===== config.mk =====
export PLATFORM = sky130hd
export DESIGN_NAME = round_robin_bounded_queue_server_top
export DESIGN_NICKNAME = d
export VERILOG_FILES = /design/src/hw/rtl/rrbqs_pkg.sv /design/src/hw/rtl/rrbqs_front.sv /design/src/hw/rtl/rrbqs_sched.sv /design/src/hw/rtl/rrbqs_accum.sv /design/src/hw/rtl/round_robin_bounded_queue_server_top.sv
export SDC_FILE = /design/constraint.sdc
export NUM_CORES = 2
export LEC_CHECK = 0
export BUFFER_PORTS_ARGS = -buffer_cell sky130_fd_sc_hd__buf_4
export CORE_MARGIN = 4
export CORE_UTILIZATION = 40
export CTS_BUF_LIST = sky130_fd_sc_hd__clkbuf_16
export DETAILED_ROUTE_END_ITERATION = 6
export GPL_TIMING_DRIVEN = 0
export PLACE_DENSITY = 0.68
export SYNTH_ARGS = -nofsm -noshare
export SYNTH_HDL_FRONTEND = slang
export SYNTH_SLANG_ARGS = --single-unit

===== constraint.sdc =====
create_clock -name clk_i -period 20.7 [get_ports clk_i]
set_input_delay 4.14 -clock clk_i [delete_from_list [all_inputs] [get_ports clk_i]]
set_output_delay 4.14 -clock clk_i [all_outputs]
set_load 0.02 [all_outputs]

===== src/hw/rtl/rrbqs_pkg.sv =====
// shared types, widths and codes of the round-robin queue server
// no dependencies
package rrbqs_pkg;

  localparam int unsigned QUEUE_COUNT_DEF = 3;
  localparam int unsigned QUEUE_MAX       = 3;
  localparam int unsigned FIFO_DEPTH      = 4;

  localparam int unsigned ACTION_W  = 2;
  localparam int unsigned QIDX_W    = 2;
  localparam int unsigned CFG_IDX_W = 2;
  localparam int unsigned LIMIT_W   = 8;
  localparam int unsigned COUNT_W   = 8;
  localparam int unsigned DROP_W    = 32;
  localparam int unsigned SYS_W     = 10;
  localparam int unsigned TIME_W    = 32;
  localparam int unsigned AREA_W    = 64;
  localparam int unsigned PROD_W    = TIME_W + SYS_W;

  localparam logic [LIMIT_W-1:0] LIMIT_RESET = 8'd20;

  // action codes on the input channel
  localparam logic [ACTION_W-1:0] ACT_ARRIVE   = 2'd0;
  localparam logic [ACTION_W-1:0] ACT_COMPLETE = 2'd1;
  localparam logic [ACTION_W-1:0] ACT_REPORT   = 2'd2;

  // configuration register indexes
  localparam logic [CFG_IDX_W-1:0] CFG_LIMIT_ZERO = 2'd0;
  localparam logic [CFG_IDX_W-1:0] CFG_LIMIT_ONE  = 2'd1;
  localparam logic [CFG_IDX_W-1:0] CFG_LIMIT_TWO  = 2'd2;

  typedef enum logic [1:0] {
    OP_ARRIVE,
    OP_COMPLETE,
    OP_REPORT,
    OP_IGNORE
  } op_e;

  typedef enum logic [2:0] {
    ST_QUEUED  = 3'd0,
    ST_STARTED = 3'd1,
    ST_DROPPED = 3'd2,
    ST_NEXT    = 3'd3,
    ST_IDLE    = 3'd4,
    ST_REPORT  = 3'd5,
    ST_IGNORED = 3'd6
  } status_e;

  // classified event as held in the front queue
  typedef struct packed {
    op_e                op;
    logic [QIDX_W-1:0]  queue;
    logic [TIME_W-1:0]  stamp;
  } item_t;

  // result snapshot, all fields but the area sum
  typedef struct packed {
    status_e                           status;
    logic [QIDX_W-1:0]                 served;
    logic [QUEUE_MAX-1:0][COUNT_W-1:0] length;
    logic [SYS_W-1:0]                  in_system;
    logic                              busy;
    logic [QUEUE_MAX-1:0][DROP_W-1:0]  drops;
    logic [DROP_W-1:0]                 accepted;
  } snap_t;

endpackage


===== src/hw/rtl/rrbqs_front.sv =====
// front end: decodes input transactions and buffers them in a short queue
// depends on rrbqs_pkg
module rrbqs_front #(
  parameter int unsigned QueueCount = rrbqs_pkg::QUEUE_COUNT_DEF
) (
  input  logic                              clk_i,
  input  logic                              rst_ni,
  input  logic                              in_valid_i,
  output logic                              in_stall_o,
  input  logic [rrbqs_pkg::ACTION_W-1:0]    action_i,
  input  logic [rrbqs_pkg::QIDX_W-1:0]      queue_index_i,
  input  logic [rrbqs_pkg::TIME_W-1:0]      event_time_i,
  input  logic                              pop_i,
  output logic                              item_valid_o,
  output rrbqs_pkg::item_t                  item_o
);

  localparam int unsigned PtrW = $clog2(rrbqs_pkg::FIFO_DEPTH);
  localparam int unsigned CntW = $clog2(rrbqs_pkg::FIFO_DEPTH + 1);

  rrbqs_pkg::item_t mem_q [rrbqs_pkg::FIFO_DEPTH];
  rrbqs_pkg::item_t item_in;
  logic [PtrW-1:0]  wr_ptr_q, wr_ptr_d, rd_ptr_q, rd_ptr_d;
  logic [CntW-1:0]  cnt_q, cnt_d;
  logic             push;

  // classify
  always_comb begin
    item_in.queue = queue_index_i;
    item_in.stamp = event_time_i;
    case (action_i)
      rrbqs_pkg::ACT_ARRIVE: begin
        item_in.op = (queue_index_i < rrbqs_pkg::QIDX_W'(QueueCount)) ?
                     rrbqs_pkg::OP_ARRIVE : rrbqs_pkg::OP_IGNORE;
      end
      rrbqs_pkg::ACT_COMPLETE: item_in.op = rrbqs_pkg::OP_COMPLETE;
      rrbqs_pkg::ACT_REPORT:   item_in.op = rrbqs_pkg::OP_REPORT;
      default:                 item_in.op = rrbqs_pkg::OP_IGNORE;
    endcase
  end

  assign in_stall_o   = (cnt_q == CntW'(rrbqs_pkg::FIFO_DEPTH));
  assign push         = in_valid_i && !in_stall_o;
  assign item_valid_o = (cnt_q != '0);
  assign item_o       = mem_q[rd_ptr_q];

  always_comb begin
    wr_ptr_d = push  ? wr_ptr_q + 1'b1 : wr_ptr_q;
    rd_ptr_d = pop_i ? rd_ptr_q + 1'b1 : rd_ptr_q;
    cnt_d    = cnt_q;
    if (push && !pop_i) begin
      cnt_d = cnt_q + 1'b1;
    end else if (!push && pop_i) begin
      cnt_d = cnt_q - 1'b1;
    end
  end

  always_ff @(posedge clk_i or negedge rst_ni) begin
    if (!rst_ni) begin
      wr_ptr_q <= '0;
      rd_ptr_q <= '0;
      cnt_q    <= '0;
    end else begin
      wr_ptr_q <= wr_ptr_d;
      rd_ptr_q <= rd_ptr_d;
      cnt_q    <= cnt_d;
    end
  end

  always_ff @(posedge clk_i) begin
    if (push) begin
      mem_q[wr_ptr_q] <= item_in;
    end
  end

endmodule


===== src/hw/rtl/rrbqs_sched.sv =====
// back end, first stage: queue counters, round-robin pick and area product
// depends on rrbqs_pkg
module rrbqs_sched #(
  parameter int unsigned QueueCount = rrbqs_pkg::QUEUE_COUNT_DEF
) (
  input  logic                              clk_i,
  input  logic                              rst_ni,
  input  logic                              cfg_we_i,
  input  logic [rrbqs_pkg::CFG_IDX_W-1:0]   cfg_idx_i,
  input  logic [rrbqs_pkg::LIMIT_W-1:0]     cfg_data_i,
  input  logic                              item_valid_i,
  input  rrbqs_pkg::item_t                  item_i,
  output logic                              item_pop_o,
  input  logic                              acc_ready_i,
  output logic                              snap_valid_o,
  output rrbqs_pkg::snap_t                  snap_o,
  output logic [rrbqs_pkg::PROD_W-1:0]      prod_o
);

  localparam int unsigned QIdxW = (QueueCount > 1) ? $clog2(QueueCount) : 1;

  function automatic logic [rrbqs_pkg::DROP_W-1:0] sat_inc(
    input logic [rrbqs_pkg::DROP_W-1:0] v
  );
    return (&v) ? v : v + 1'b1;
  endfunction

  // queue visited step+1 places after the last one served
  function automatic logic [QIdxW-1:0] rr_next(input logic [QIdxW-1:0] last,
                                               input int unsigned step);
    logic [QIdxW:0] sum;
    sum = {1'b0, last} + (QIdxW+1)'(step + 1);
    if (sum >= (QIdxW+1)'(QueueCount)) begin
      sum = sum - (QIdxW+1)'(QueueCount);
    end
    return sum[QIdxW-1:0];
  endfunction

  logic [rrbqs_pkg::QUEUE_MAX-1:0][rrbqs_pkg::LIMIT_W-1:0] limit_q;

  logic [rrbqs_pkg::COUNT_W-1:0] wait_q [QueueCount];
  logic [rrbqs_pkg::COUNT_W-1:0] wait_d [QueueCount];
  logic [rrbqs_pkg::DROP_W-1:0]  drop_q [QueueCount];
  logic [rrbqs_pkg::DROP_W-1:0]  drop_d [QueueCount];
  logic                          busy_q, busy_d;
  logic [QIdxW-1:0]              last_q, last_d;
  logic [rrbqs_pkg::SYS_W-1:0]   sys_q, sys_d;
  logic [rrbqs_pkg::DROP_W-1:0]  acc_q, acc_d;
  logic [rrbqs_pkg::TIME_W-1:0]  prev_q, delta;

  logic                          snap_vld_q, snap_vld_d;
  rrbqs_pkg::snap_t              snap_q, snap_d;
  logic [rrbqs_pkg::PROD_W-1:0]  prod_q, prod_d;

  logic [QIdxW-1:0]              qi, pick;
  logic                          pick_found, full, fire;
  rrbqs_pkg::status_e            status;
  logic [rrbqs_pkg::QIDX_W-1:0]  served;

  assign fire       = item_valid_i && (!snap_vld_q || acc_ready_i);
  assign item_pop_o = fire;
  assign qi         = item_i.queue[QIdxW-1:0];
  assign full       = (wait_q[qi] >= limit_q[item_i.queue]);

  // first non-empty queue after the last one served
  always_comb begin
    pick_found = 1'b0;
    pick       = '0;
    for (int k = 0; k < QueueCount; k++) begin
      if (!pick_found && (wait_q[rr_next(last_q, k)] != '0)) begin
        pick_found = 1'b1;
        pick       = rr_next(last_q, k);
      end
    end
  end

  always_comb begin
    wait_d = wait_q;
    drop_d = drop_q;
    busy_d = busy_q;
    last_d = last_q;
    sys_d  = sys_q;
    acc_d  = acc_q;
    status = rrbqs_pkg::ST_IGNORED;
    served = '0;
    case (item_i.op)
      rrbqs_pkg::OP_ARRIVE: begin
        if (!full) begin
          acc_d = sat_inc(acc_q);
          sys_d = sys_q + 1'b1;
          if (!busy_q) begin
            busy_d = 1'b1;
            status = rrbqs_pkg::ST_STARTED;
            served = item_i.queue;
          end else begin
            wait_d[qi] = wait_q[qi] + 1'b1;
            status     = rrbqs_pkg::ST_QUEUED;
          end
        end else begin
          drop_d[qi] = sat_inc(drop_q[qi]);
          status     = rrbqs_pkg::ST_DROPPED;
        end
      end
      rrbqs_pkg::OP_COMPLETE: begin
        if (busy_q) begin
          sys_d = sys_q - 1'b1;
          if (pick_found) begin
            last_d       = pick;
            wait_d[pick] = wait_q[pick] - 1'b1;
            status       = rrbqs_pkg::ST_NEXT;
            served       = rrbqs_pkg::QIDX_W'(pick);
          end else begin
            busy_d = 1'b0;
            status = rrbqs_pkg::ST_IDLE;
          end
        end
      end
      rrbqs_pkg::OP_REPORT: status = rrbqs_pkg::ST_REPORT;
      default:              status = rrbqs_pkg::ST_IGNORED;
    endcase
  end

  // snapshot after the event; queues beyond the count read zero
  always_comb begin
    snap_d           = '0;
    snap_d.status    = status;
    snap_d.served    = served;
    snap_d.in_system = sys_d;
    snap_d.busy      = busy_d;
    snap_d.accepted  = acc_d;
    for (int i = 0; i < QueueCount; i++) begin
      snap_d.length[i] = wait_d[i];
      snap_d.drops[i]  = drop_d[i];
    end
  end

  // backwards time counts as no elapsed time
  assign delta  = (item_i.stamp >= prev_q) ? item_i.stamp - prev_q : '0;
  assign prod_d = rrbqs_pkg::PROD_W'(delta) * rrbqs_pkg::PROD_W'(sys_q);

  assign snap_vld_d = fire ? 1'b1 : (acc_ready_i ? 1'b0 : snap_vld_q);

  always_ff @(posedge clk_i or negedge rst_ni) begin
    if (!rst_ni) begin
      limit_q <= {rrbqs_pkg::QUEUE_MAX{rrbqs_pkg::LIMIT_RESET}};
    end else if (cfg_we_i) begin
      case (cfg_idx_i)
        rrbqs_pkg::CFG_LIMIT_ZERO: limit_q[rrbqs_pkg::CFG_LIMIT_ZERO] <= cfg_data_i;
        rrbqs_pkg::CFG_LIMIT_ONE:  limit_q[rrbqs_pkg::CFG_LIMIT_ONE]  <= cfg_data_i;
        rrbqs_pkg::CFG_LIMIT_TWO:  limit_q[rrbqs_pkg::CFG_LIMIT_TWO]  <= cfg_data_i;
        default:                   limit_q <= limit_q;
      endcase
    end
  end

  always_ff @(posedge clk_i or negedge rst_ni) begin
    if (!rst_ni) begin
      wait_q     <= '{default: '0};
      drop_q     <= '{default: '0};
      busy_q     <= 1'b0;
      last_q     <= QIdxW'(QueueCount - 1);
      sys_q      <= '0;
      acc_q      <= '0;
      prev_q     <= '0;
      snap_vld_q <= 1'b0;
    end else begin
      snap_vld_q <= snap_vld_d;
      if (fire) begin
        wait_q <= wait_d;
        drop_q <= drop_d;
        busy_q <= busy_d;
        last_q <= last_d;
        sys_q  <= sys_d;
        acc_q  <= acc_d;
        prev_q <= item_i.stamp;
      end
    end
  end

  always_ff @(posedge clk_i) begin
    if (fire) begin
      snap_q <= snap_d;
      prod_q <= prod_d;
    end
  end

  assign snap_valid_o = snap_vld_q;
  assign snap_o       = snap_q;
  assign prod_o       = prod_q;

endmodule


===== src/hw/rtl/rrbqs_accum.sv =====
// back end, second stage: saturating area sum and the output register
// depends on rrbqs_pkg
module rrbqs_accum (
  input  logic                              clk_i,
  input  logic                              rst_ni,
  input  logic                              snap_valid_i,
  input  rrbqs_pkg::snap_t                  snap_i,
  input  logic [rrbqs_pkg::PROD_W-1:0]      prod_i,
  output logic                              ready_o,
  output logic                              out_valid_o,
  input  logic                              out_stall_i,
  output rrbqs_pkg::snap_t                  out_snap_o,
  output logic [rrbqs_pkg::AREA_W-1:0]      area_o
);

  logic                           out_vld_q, out_vld_d;
  rrbqs_pkg::snap_t               out_snap_q;
  logic [rrbqs_pkg::AREA_W-1:0]   area_q, area_d;
  logic [rrbqs_pkg::AREA_W:0]     sum;
  logic                           load;

  assign ready_o = !out_vld_q || !out_stall_i;
  assign load    = snap_valid_i && ready_o;

  assign sum    = {1'b0, area_q} + (rrbqs_pkg::AREA_W+1)'(prod_i);
  assign area_d = sum[rrbqs_pkg::AREA_W] ? '1 : sum[rrbqs_pkg::AREA_W-1:0];

  assign out_vld_d = load ? 1'b1 : (out_stall_i ? out_vld_q : 1'b0);

  always_ff @(posedge clk_i or negedge rst_ni) begin
    if (!rst_ni) begin
      out_vld_q <= 1'b0;
      area_q    <= '0;
    end else begin
      out_vld_q <= out_vld_d;
      if (load) begin
        area_q <= area_d;
      end
    end
  end

  always_ff @(posedge clk_i) begin
    if (load) begin
      out_snap_q <= snap_i;
    end
  end

  assign out_valid_o = out_vld_q;
  assign out_snap_o  = out_snap_q;
  assign area_o      = area_q;

endmodule


===== src/hw/rtl/round_robin_bounded_queue_server_top.sv =====
// top level of the round-robin bounded queue server
// depends on rrbqs_pkg, rrbqs_front, rrbqs_sched and rrbqs_accum
//
// channel   direction  handshake                 payload
// in        input      in_valid_i / in_stall_o   action, queue_index, event_time
// out       output     out_valid_o / out_stall_i status .. accepted_count
// cfg       input      cfg_we_i                  cfg_idx_i, cfg_data_i
//
// one event per clock sustained while the output is not stalled; scheduler state updates once per event
// a result passes the front queue, the scheduler snapshot register and the output register
// reset: limits 20, all counts and the area sum zero, queue zero checked first
// the four-entry front queue keeps taking transactions while the output is stalled
// in_stall_o rises only once that queue is full
module round_robin_bounded_queue_server_top #(
  parameter int unsigned QueueCount = rrbqs_pkg::QUEUE_COUNT_DEF
) (
  input  logic                              clk_i,
  input  logic                              rst_ni,
  // input transactions
  input  logic                              in_valid_i,
  output logic                              in_stall_o,
  input  logic [rrbqs_pkg::ACTION_W-1:0]    action_i,
  input  logic [rrbqs_pkg::QIDX_W-1:0]      queue_index_i,
  input  logic [rrbqs_pkg::TIME_W-1:0]      event_time_i,
  // result transactions
  output logic                              out_valid_o,
  input  logic                              out_stall_i,
  output logic [2:0]                        status_o,
  output logic [rrbqs_pkg::QIDX_W-1:0]      served_queue_o,
  output logic [rrbqs_pkg::COUNT_W-1:0]     length_zero_o,
  output logic [rrbqs_pkg::COUNT_W-1:0]     length_one_o,
  output logic [rrbqs_pkg::COUNT_W-1:0]     length_two_o,
  output logic [rrbqs_pkg::SYS_W-1:0]       in_system_o,
  output logic                              server_busy_o,
  output logic [rrbqs_pkg::DROP_W-1:0]      drops_zero_o,
  output logic [rrbqs_pkg::DROP_W-1:0]      drops_one_o,
  output logic [rrbqs_pkg::DROP_W-1:0]      drops_two_o,
  output logic [rrbqs_pkg::AREA_W-1:0]      occupancy_area_o,
  output logic [rrbqs_pkg::DROP_W-1:0]      accepted_count_o,
  // configuration writes
  input  logic                              cfg_we_i,
  input  logic [rrbqs_pkg::CFG_IDX_W-1:0]   cfg_idx_i,
  input  logic [rrbqs_pkg::LIMIT_W-1:0]     cfg_data_i
);

  // front to scheduler
  logic             item_valid, item_pop;
  rrbqs_pkg::item_t item;

  // scheduler to accumulator
  logic                          snap_valid, acc_ready;
  rrbqs_pkg::snap_t              snap;
  logic [rrbqs_pkg::PROD_W-1:0]  prod;

  // output register contents
  rrbqs_pkg::snap_t              out_snap;

  // decode and buffer
  rrbqs_front #(
    .QueueCount (QueueCount)
  ) u_front (
    .clk_i         (clk_i),
    .rst_ni        (rst_ni),
    .in_valid_i    (in_valid_i),
    .in_stall_o    (in_stall_o),
    .action_i      (action_i),
    .queue_index_i (queue_index_i),
    .event_time_i  (event_time_i),
    .pop_i         (item_pop),
    .item_valid_o  (item_valid),
    .item_o        (item)
  );

  // queue state, round-robin pick, elapsed time times occupancy
  rrbqs_sched #(
    .QueueCount (QueueCount)
  ) u_sched (
    .clk_i        (clk_i),
    .rst_ni       (rst_ni),
    .cfg_we_i     (cfg_we_i),
    .cfg_idx_i    (cfg_idx_i),
    .cfg_data_i   (cfg_data_i),
    .item_valid_i (item_valid),
    .item_i       (item),
    .item_pop_o   (item_pop),
    .acc_ready_i  (acc_ready),
    .snap_valid_o (snap_valid),
    .snap_o       (snap),
    .prod_o       (prod)
  );

  // saturating area sum and result register
  rrbqs_accum u_accum (
    .clk_i        (clk_i),
    .rst_ni       (rst_ni),
    .snap_valid_i (snap_valid),
    .snap_i       (snap),
    .prod_i       (prod),
    .ready_o      (acc_ready),
    .out_valid_o  (out_valid_o),
    .out_stall_i  (out_stall_i),
    .out_snap_o   (out_snap),
    .area_o       (occupancy_area_o)
  );

  // unpack the result fields
  assign status_o         = out_snap.status;
  assign served_queue_o   = out_snap.served;
  assign length_zero_o    = out_snap.length[0];
  assign length_one_o     = out_snap.length[1];
  assign length_two_o     = out_snap.length[2];
  assign in_system_o      = out_snap.in_system;
  assign server_busy_o    = out_snap.busy;
  assign drops_zero_o     = out_snap.drops[0];
  assign drops_one_o      = out_snap.drops[1];
  assign drops_two_o      = out_snap.drops[2];
  assign accepted_count_o = out_snap.accepted;

endmodule


== Word-level counts from Yosys, hierarchy flattened ==
Memory sizes are Yosys's and may differ from the RTL's.
Index checks and enable logic that the tools add are counted.

* Output and inout port bits: 234
* RAM bits: 144
* Logic and storage cells: 202
* Memories kept: 1
* Input port bits: 51
* Register bits: 672

* Multipliers: 1
* Mux-type cells: 78
* Reduce and logical (&&, ||, !) cells: 34
* Add/subtract/negate cells: 18
* Bitwise operators: 5
* Eq/ne operators: 8
* Magnitude comparators: 14

{| class="wikitable"
|+ Memory list
! memory !! depth !! width !! read ports !! clocked after Yosys merged registers in !! write ports !! line !! RTL
|-
| u_front.mem_q || 4 || 36 || 1 || 0 || 1 || rrbqs_front.sv:21 || <nowiki>rrbqs_pkg::item_t mem_q [rrbqs_pkg::FIFO_DEPTH];</nowiki>
|}

{| class="wikitable"
|+ Operators with widths
! cell !! number
|-
| $mux 32 || 8
|-
| $mux 96 || 2
|-
| $mux 8 || 13
|-
| $bmux 8 s2 || 6
|-
| $bwmux 96 || 1
|-
| $mux 24 || 4
|-
| $add 64x42->65 || 1
|-
| $add 32x1->32 const B || 2
|-
| $bmux 32 s2 || 1
|-
| $demux 32 s2 || 1
|-
| $mux 64 || 1
|-
| $reduce_and 32->1 || 2
|-
| $bwmux 24 || 2
|-
| $pmux 24 s2 || 1
|-
| $mul 32x10->42 || 1
|-
| $demux 8 s2 || 2
|-
| $ge 32x32->1 || 1
|-
| $sub 32x32->32 || 1
|-
| $mux 2 || 12
|-
| $reduce_bool 8->1 || 3
|-
| $mux 10 || 2
|-
| $pmux 10 s2 || 1
|-
| $ge 3x3->1 const B || 5
|-
| $not 2->3 || 5
|-
| other kinds (33) || 80
|}

== Depth between registers and ports, before layout ==
* Depth after elaboration: 24
* Mapped depth: 39
* Depth with buffers taken out: 36

== Hierarchy ==
Synthesis repeated with hierarchy kept, for this count alone.

* Cells, all modules: 4157
* Area total of the unflattened synthesis: 48108.6 µm²

{| class="wikitable"
|+ By module, submodules not included
! module !! seq. area each (µm²) !! area each (µm²) !! cells each !! times used
|-
| rrbqs_sched || 11870.1 || 32125.8 || 3122 || 1
|-
| rrbqs_accum || 6671.4 || 10328.7 || 808 || 1
|-
| rrbqs_front || 4499.3 || 5654.2 || 227 || 1
|}

== Worst setup path before layout ==
Ideal clock, no wire load.

* Kind: input to register
* Start: input out_stall_i
* End: register u_sched.wait_q[10] (netlist name)
* Buffers on the path: 2
* Library setup time: 0.403 ns
* Setup slack: 9.402 ns
* Data required time: 20.297 ns
* Data arrival time: 10.896 ns
* Cell stages on the path: 6
* Cells stage by stage: nand3_1 -> o31ai_1 -> clkinv_1 -> clkbuf_1 -> clkbuf_1 -> a21oi_1

* Word-level cells in the longest chain between the ends: 4

{| class="wikitable"
|+ RTL lines
! element !! line !! RTL
|-
| from (decl) || round_robin_bounded_queue_server_top.sv:27 || <nowiki>input logic out_stall_i,</nowiki>
|-
| $logic_not 1->1 || rrbqs_accum.sv:22 || <nowiki>assign ready_o = !out_vld_q || !out_stall_i;</nowiki>
|-
| $logic_or 1x1->1 || rrbqs_accum.sv:22 ||
|-
| $logic_or 1x1->1 || rrbqs_sched.sv:60 || <nowiki>assign fire = item_valid_i && (!snap_vld_q || acc_ready_i);</nowiki>
|-
| $logic_and 1x1->1 || rrbqs_sched.sv:60 ||
|-
| net item_pop || round_robin_bounded_queue_server_top.sv:47 || <nowiki>logic item_valid, item_pop;</nowiki>
|-
| to (signal assigned) || rrbqs_sched.sv:169 || <nowiki>wait_q <= wait_d;</nowiki>
|-
| to (decl) || rrbqs_sched.sv:41 || <nowiki>logic [rrbqs_pkg::COUNT_W-1:0] wait_q [QueueCount];</nowiki>
|}

The timed path passes the listed nets, and every way through them passes these cells.
A chain may end at the register's enable or synchronous reset.

==> flow_summary_export.csv <==
group,metric,value,unit
status,outcome,"finished, final reports clean",
yosys,synth_enable_flop_cells,522,
cells_and_area,final_common_cell,"nand2_1",
placement,place_inst,6002,
cells_and_area,drive_gt1_share,12.4,%
worst_setup_path,r2r-start,"u_front.rd_ptr_q[0]",
yosys,yosysWarnings,0,
global_route,grt_pass1_wl,197000,um
cells_and_area,final_cell_mix,"nand2_1, edfxtp_1, nor2_1",
routing,routed_wl,126000,um
die,die_h,349,um
sta,setup_viol,0,
job,max_cap_viol_count,0,
die,coreArea,0.115,sq mm
worst_setup_path,reg2regPathDepth,37,
sta,max_slew_margin,6.27,%
sta,fmax,74.9,MHz
clock_network,cts_root_buf,"clkbuf_16",
routing,highest_layer,"met4",
min_path,min_to,"u_accum.out_snap_o[47]",
cells_and_area,n_fill_cell,10500,
global_route,antenna_found_initial,2,
cells_and_area,final_cells,6168,
worst_setup_path,critPathBufInv,10,
clock_network,clk_latency,700,ps
min_path,hold_depth,0,
clock_network,cts_resized,0,
worst_setup_path,critical_path_class,"flip-flop to flip-flop",
routing,wl_met1,52700,um
routing,drc,0,
yosys,syn-num-nets,4658,
yosys,syn_avg_cell_area,11.1,sq um
cells_and_area,fin_util,46.9,%
min_path,hold_start,"u_sched.snap_o[47]",
cells_and_area,multi_input_area,0.0218,sq mm
yosys,async_flop_share,36.0,%
worst_setup_path,reg2reg_to,"u_sched.prod_o[37]",
clock_network,cts_tree,"built",
global_route,grt_max_degree,112,
sta,drv_slew,0,
clock_network,clk_path_buf_depth,3,
clock_network,cts_max_level,3,
placement,hpwlAfterDp,94600,um
die,die_area,0.122,sq mm
clock_network,clock-sinks,816,
worst_setup_path,cp_slowest_stage_delay,730,ps
sta,hold_viol_final,0,
yosys,netlist_area,0.0466,sq mm
yosys,syn_inst,4193,
sta,fin_skew,71.6,ps
worst_setup_path,end_kind,"flip-flop",
placement,portBuffers,284,
routing,drt_iter0_markers,2951,
routing,wire_per_inst,20.5,um
worst_setup_path,reg2reg_slack,7350,ps
sta,fin_crit_sh,64.5,%
yosys,synth_seq_area_share,49.4,%
min_path,hold_class,"flip-flop to flip-flop",
global_route,first_global_vias,33700,
routing,postRouteAntennaNets,0,
worst_setup_path,cp_max_fo,10,
sta,finalSetupTns,0,ps
worst_setup_path,crit_path_top_delay_cell,"o31ai_1",
worst_setup_path,cp.required,21120,ps
die,rows,124,
die,pin_count,285,
sta,rsz0062_at_grt,"no",
sta,worstMarginPinSlew,1400,ps
cells_and_area,area_delta_synth_final,15.6,%
die,dieWidth,349,um
die,start_util,40.5,%
placement,gp_congestion,0.919,
routing,first_pass_iters,6,
clock_network,numCtsBuffers,87,
yosys,ys_types,92,
global_route,grt_usage,20.6,%
routing,viasPerCell,5.46,
sta,post-route-min-period,13350,ps
yosys,ys_seq_elements,816,
cells_and_area,ff_latch_area,0.0230,sq mm
worst_setup_path,startpoint_type,"flip-flop",
routing,wl_met3,9190,um
global_route,gr-total-overflow,0,
worst_setup_path,critPathTopFamily,"compound AO/OA/AOI/OAI gates",
cells_and_area,nets,5044,
clock_network,cts_setup_buffers,0,
clock_network,hold_buffers,0,
yosys,synthFlopType,"edfxtp_1",
worst_setup_path,crit_arrival,13760,ps
routing,dr_total_vias,33700,
routing,wl_met2,59900,um
clock_network,clk_pin_slew,60,ps
cells in the mapped netlist, types with 8 or more instances:
master	instances	area [sq um]
and2_1	31	194
mux4_2	34	766
a211oi_1	13	97.6
nor2b_1	18	113
o21bai_1	15	113
mux2_2	57	642
nand2_1	568	2130
and3_1	35	219
o21ai_0	294	1470
o2bb2ai_1	22	193
a21oi_1	195	976
nand2b_1	31	194
nor3_1	45	225
nand3_1	75	375
a21o_1	57	428
xnor2_1	127	1110
o21ai_1	32	160
edfxtp_1	522	15700
o22ai_1	8	50.1
nand4_1	37	231
buf_1	18	67.6
clkbuf_1	134	503
a22oi_1	10	75.1
nor4_1	23	144
ha_1	173	2160
nor2_1	380	1430
mux2i_1	56	561
inv_1	276	1040
a31oi_1	29	181
fa_1	241	4820
or2_2	12	75.1
o31ai_1	11	82.6
dfrtp_1	287	7180
buf_2	12	60.1
xor2_1	105	920
a2bb2oi_1	10	87.6
a221o_1	8	80.1
o221ai_1	8	70.1
and4_1	16	140
o211ai_1	9	67.6
o21a_1	24	180
per-stage QoR:
stage	hold WS, ps	setup slack [ps]	cell area [sq um]
detailed placement	405	7540	51000
floorplan	400	9400	46600
global placement	402	5650	50600
CTS	363	7470	53900
finish	360	7350	53900
global route	366	6600	53900
sequential cells by signal, summed over array words and instances (netlist names):
register,flops
u_sched.drop_q,96
u_sched.snap_o,168
u_front.rd_ptr_q,2
u_accum.out_valid_o,1
u_sched.acc_q,32
u_sched.prod_o,42
u_sched.wait_q,24
u_sched.busy_q,1
u_front.mem_q,144
u_front.cnt_q,3
u_front.wr_ptr_q,2
u_accum.out_snap_o,168
u_sched.last_q,2
u_sched.prev_q,32
u_sched.sys_q,10
u_sched.limit_q,24
u_sched.snap_valid_o,1
u_accum.area_o,64
kinds of logic (layout without fill, tap and decap cells):
kind of cell	Yosys count	count (layout)	share of synthesized area, %
and+or+nand+nor	1320	1320	12.6
DFF	816	816	49.4
AOI/OAI and AO/OA	815	815	10.6
buffers and inverters	448	908	3.70
adders and majority gates	414	414	15.0
xor gates and xnor gates	233	233	4.39
muxes	147	147	4.22
other	0	3	0
worst max path at each step:
stage | from | end | cells after the start
2_1_floorplan | out_stall_i | u_sched.wait_q[10] | 6
3_3_place_gp | out_stall_i | u_sched.wait_q[2] | 7
3_5_place_dp | u_front.rd_ptr_q[0] | u_sched.prod_o[37] | 37
4_1_cts | u_front.rd_ptr_q[0] | u_sched.prod_o[37] | 37
5_1_grt | u_front.rd_ptr_q[0] | u_sched.prod_o[37] | 37
6_report | u_front.rd_ptr_q[0] | u_sched.prod_o[37] | 37
area by class of cell:
cell class | count | area share [%]
repair buffers | 297 | 4.54
clock buffers | 88 | 4.09
inverters | 279 | 1.94
plain buffers | 169 | 1.27
flip-flops and latches | 816 | 42.8
well taps | 1512 | 3.51
multi-input cells | 2929 | 40.5
clock inverters | 75 | 1.33
diodes | 3 | 0.0139
layer usage:
metal / vias to the layer above / track usage (%)
li1: 15500 / -
met1: 16800 / 27.4
met2: 1244 / 34.0
met3: 236 / 3.58
met4: 0 / 7.63
met5: - / 0
Power is left out: the tool's default activity adds up to more than one toggle a clock period on the data nets, which glitch-free logic cannot reach.
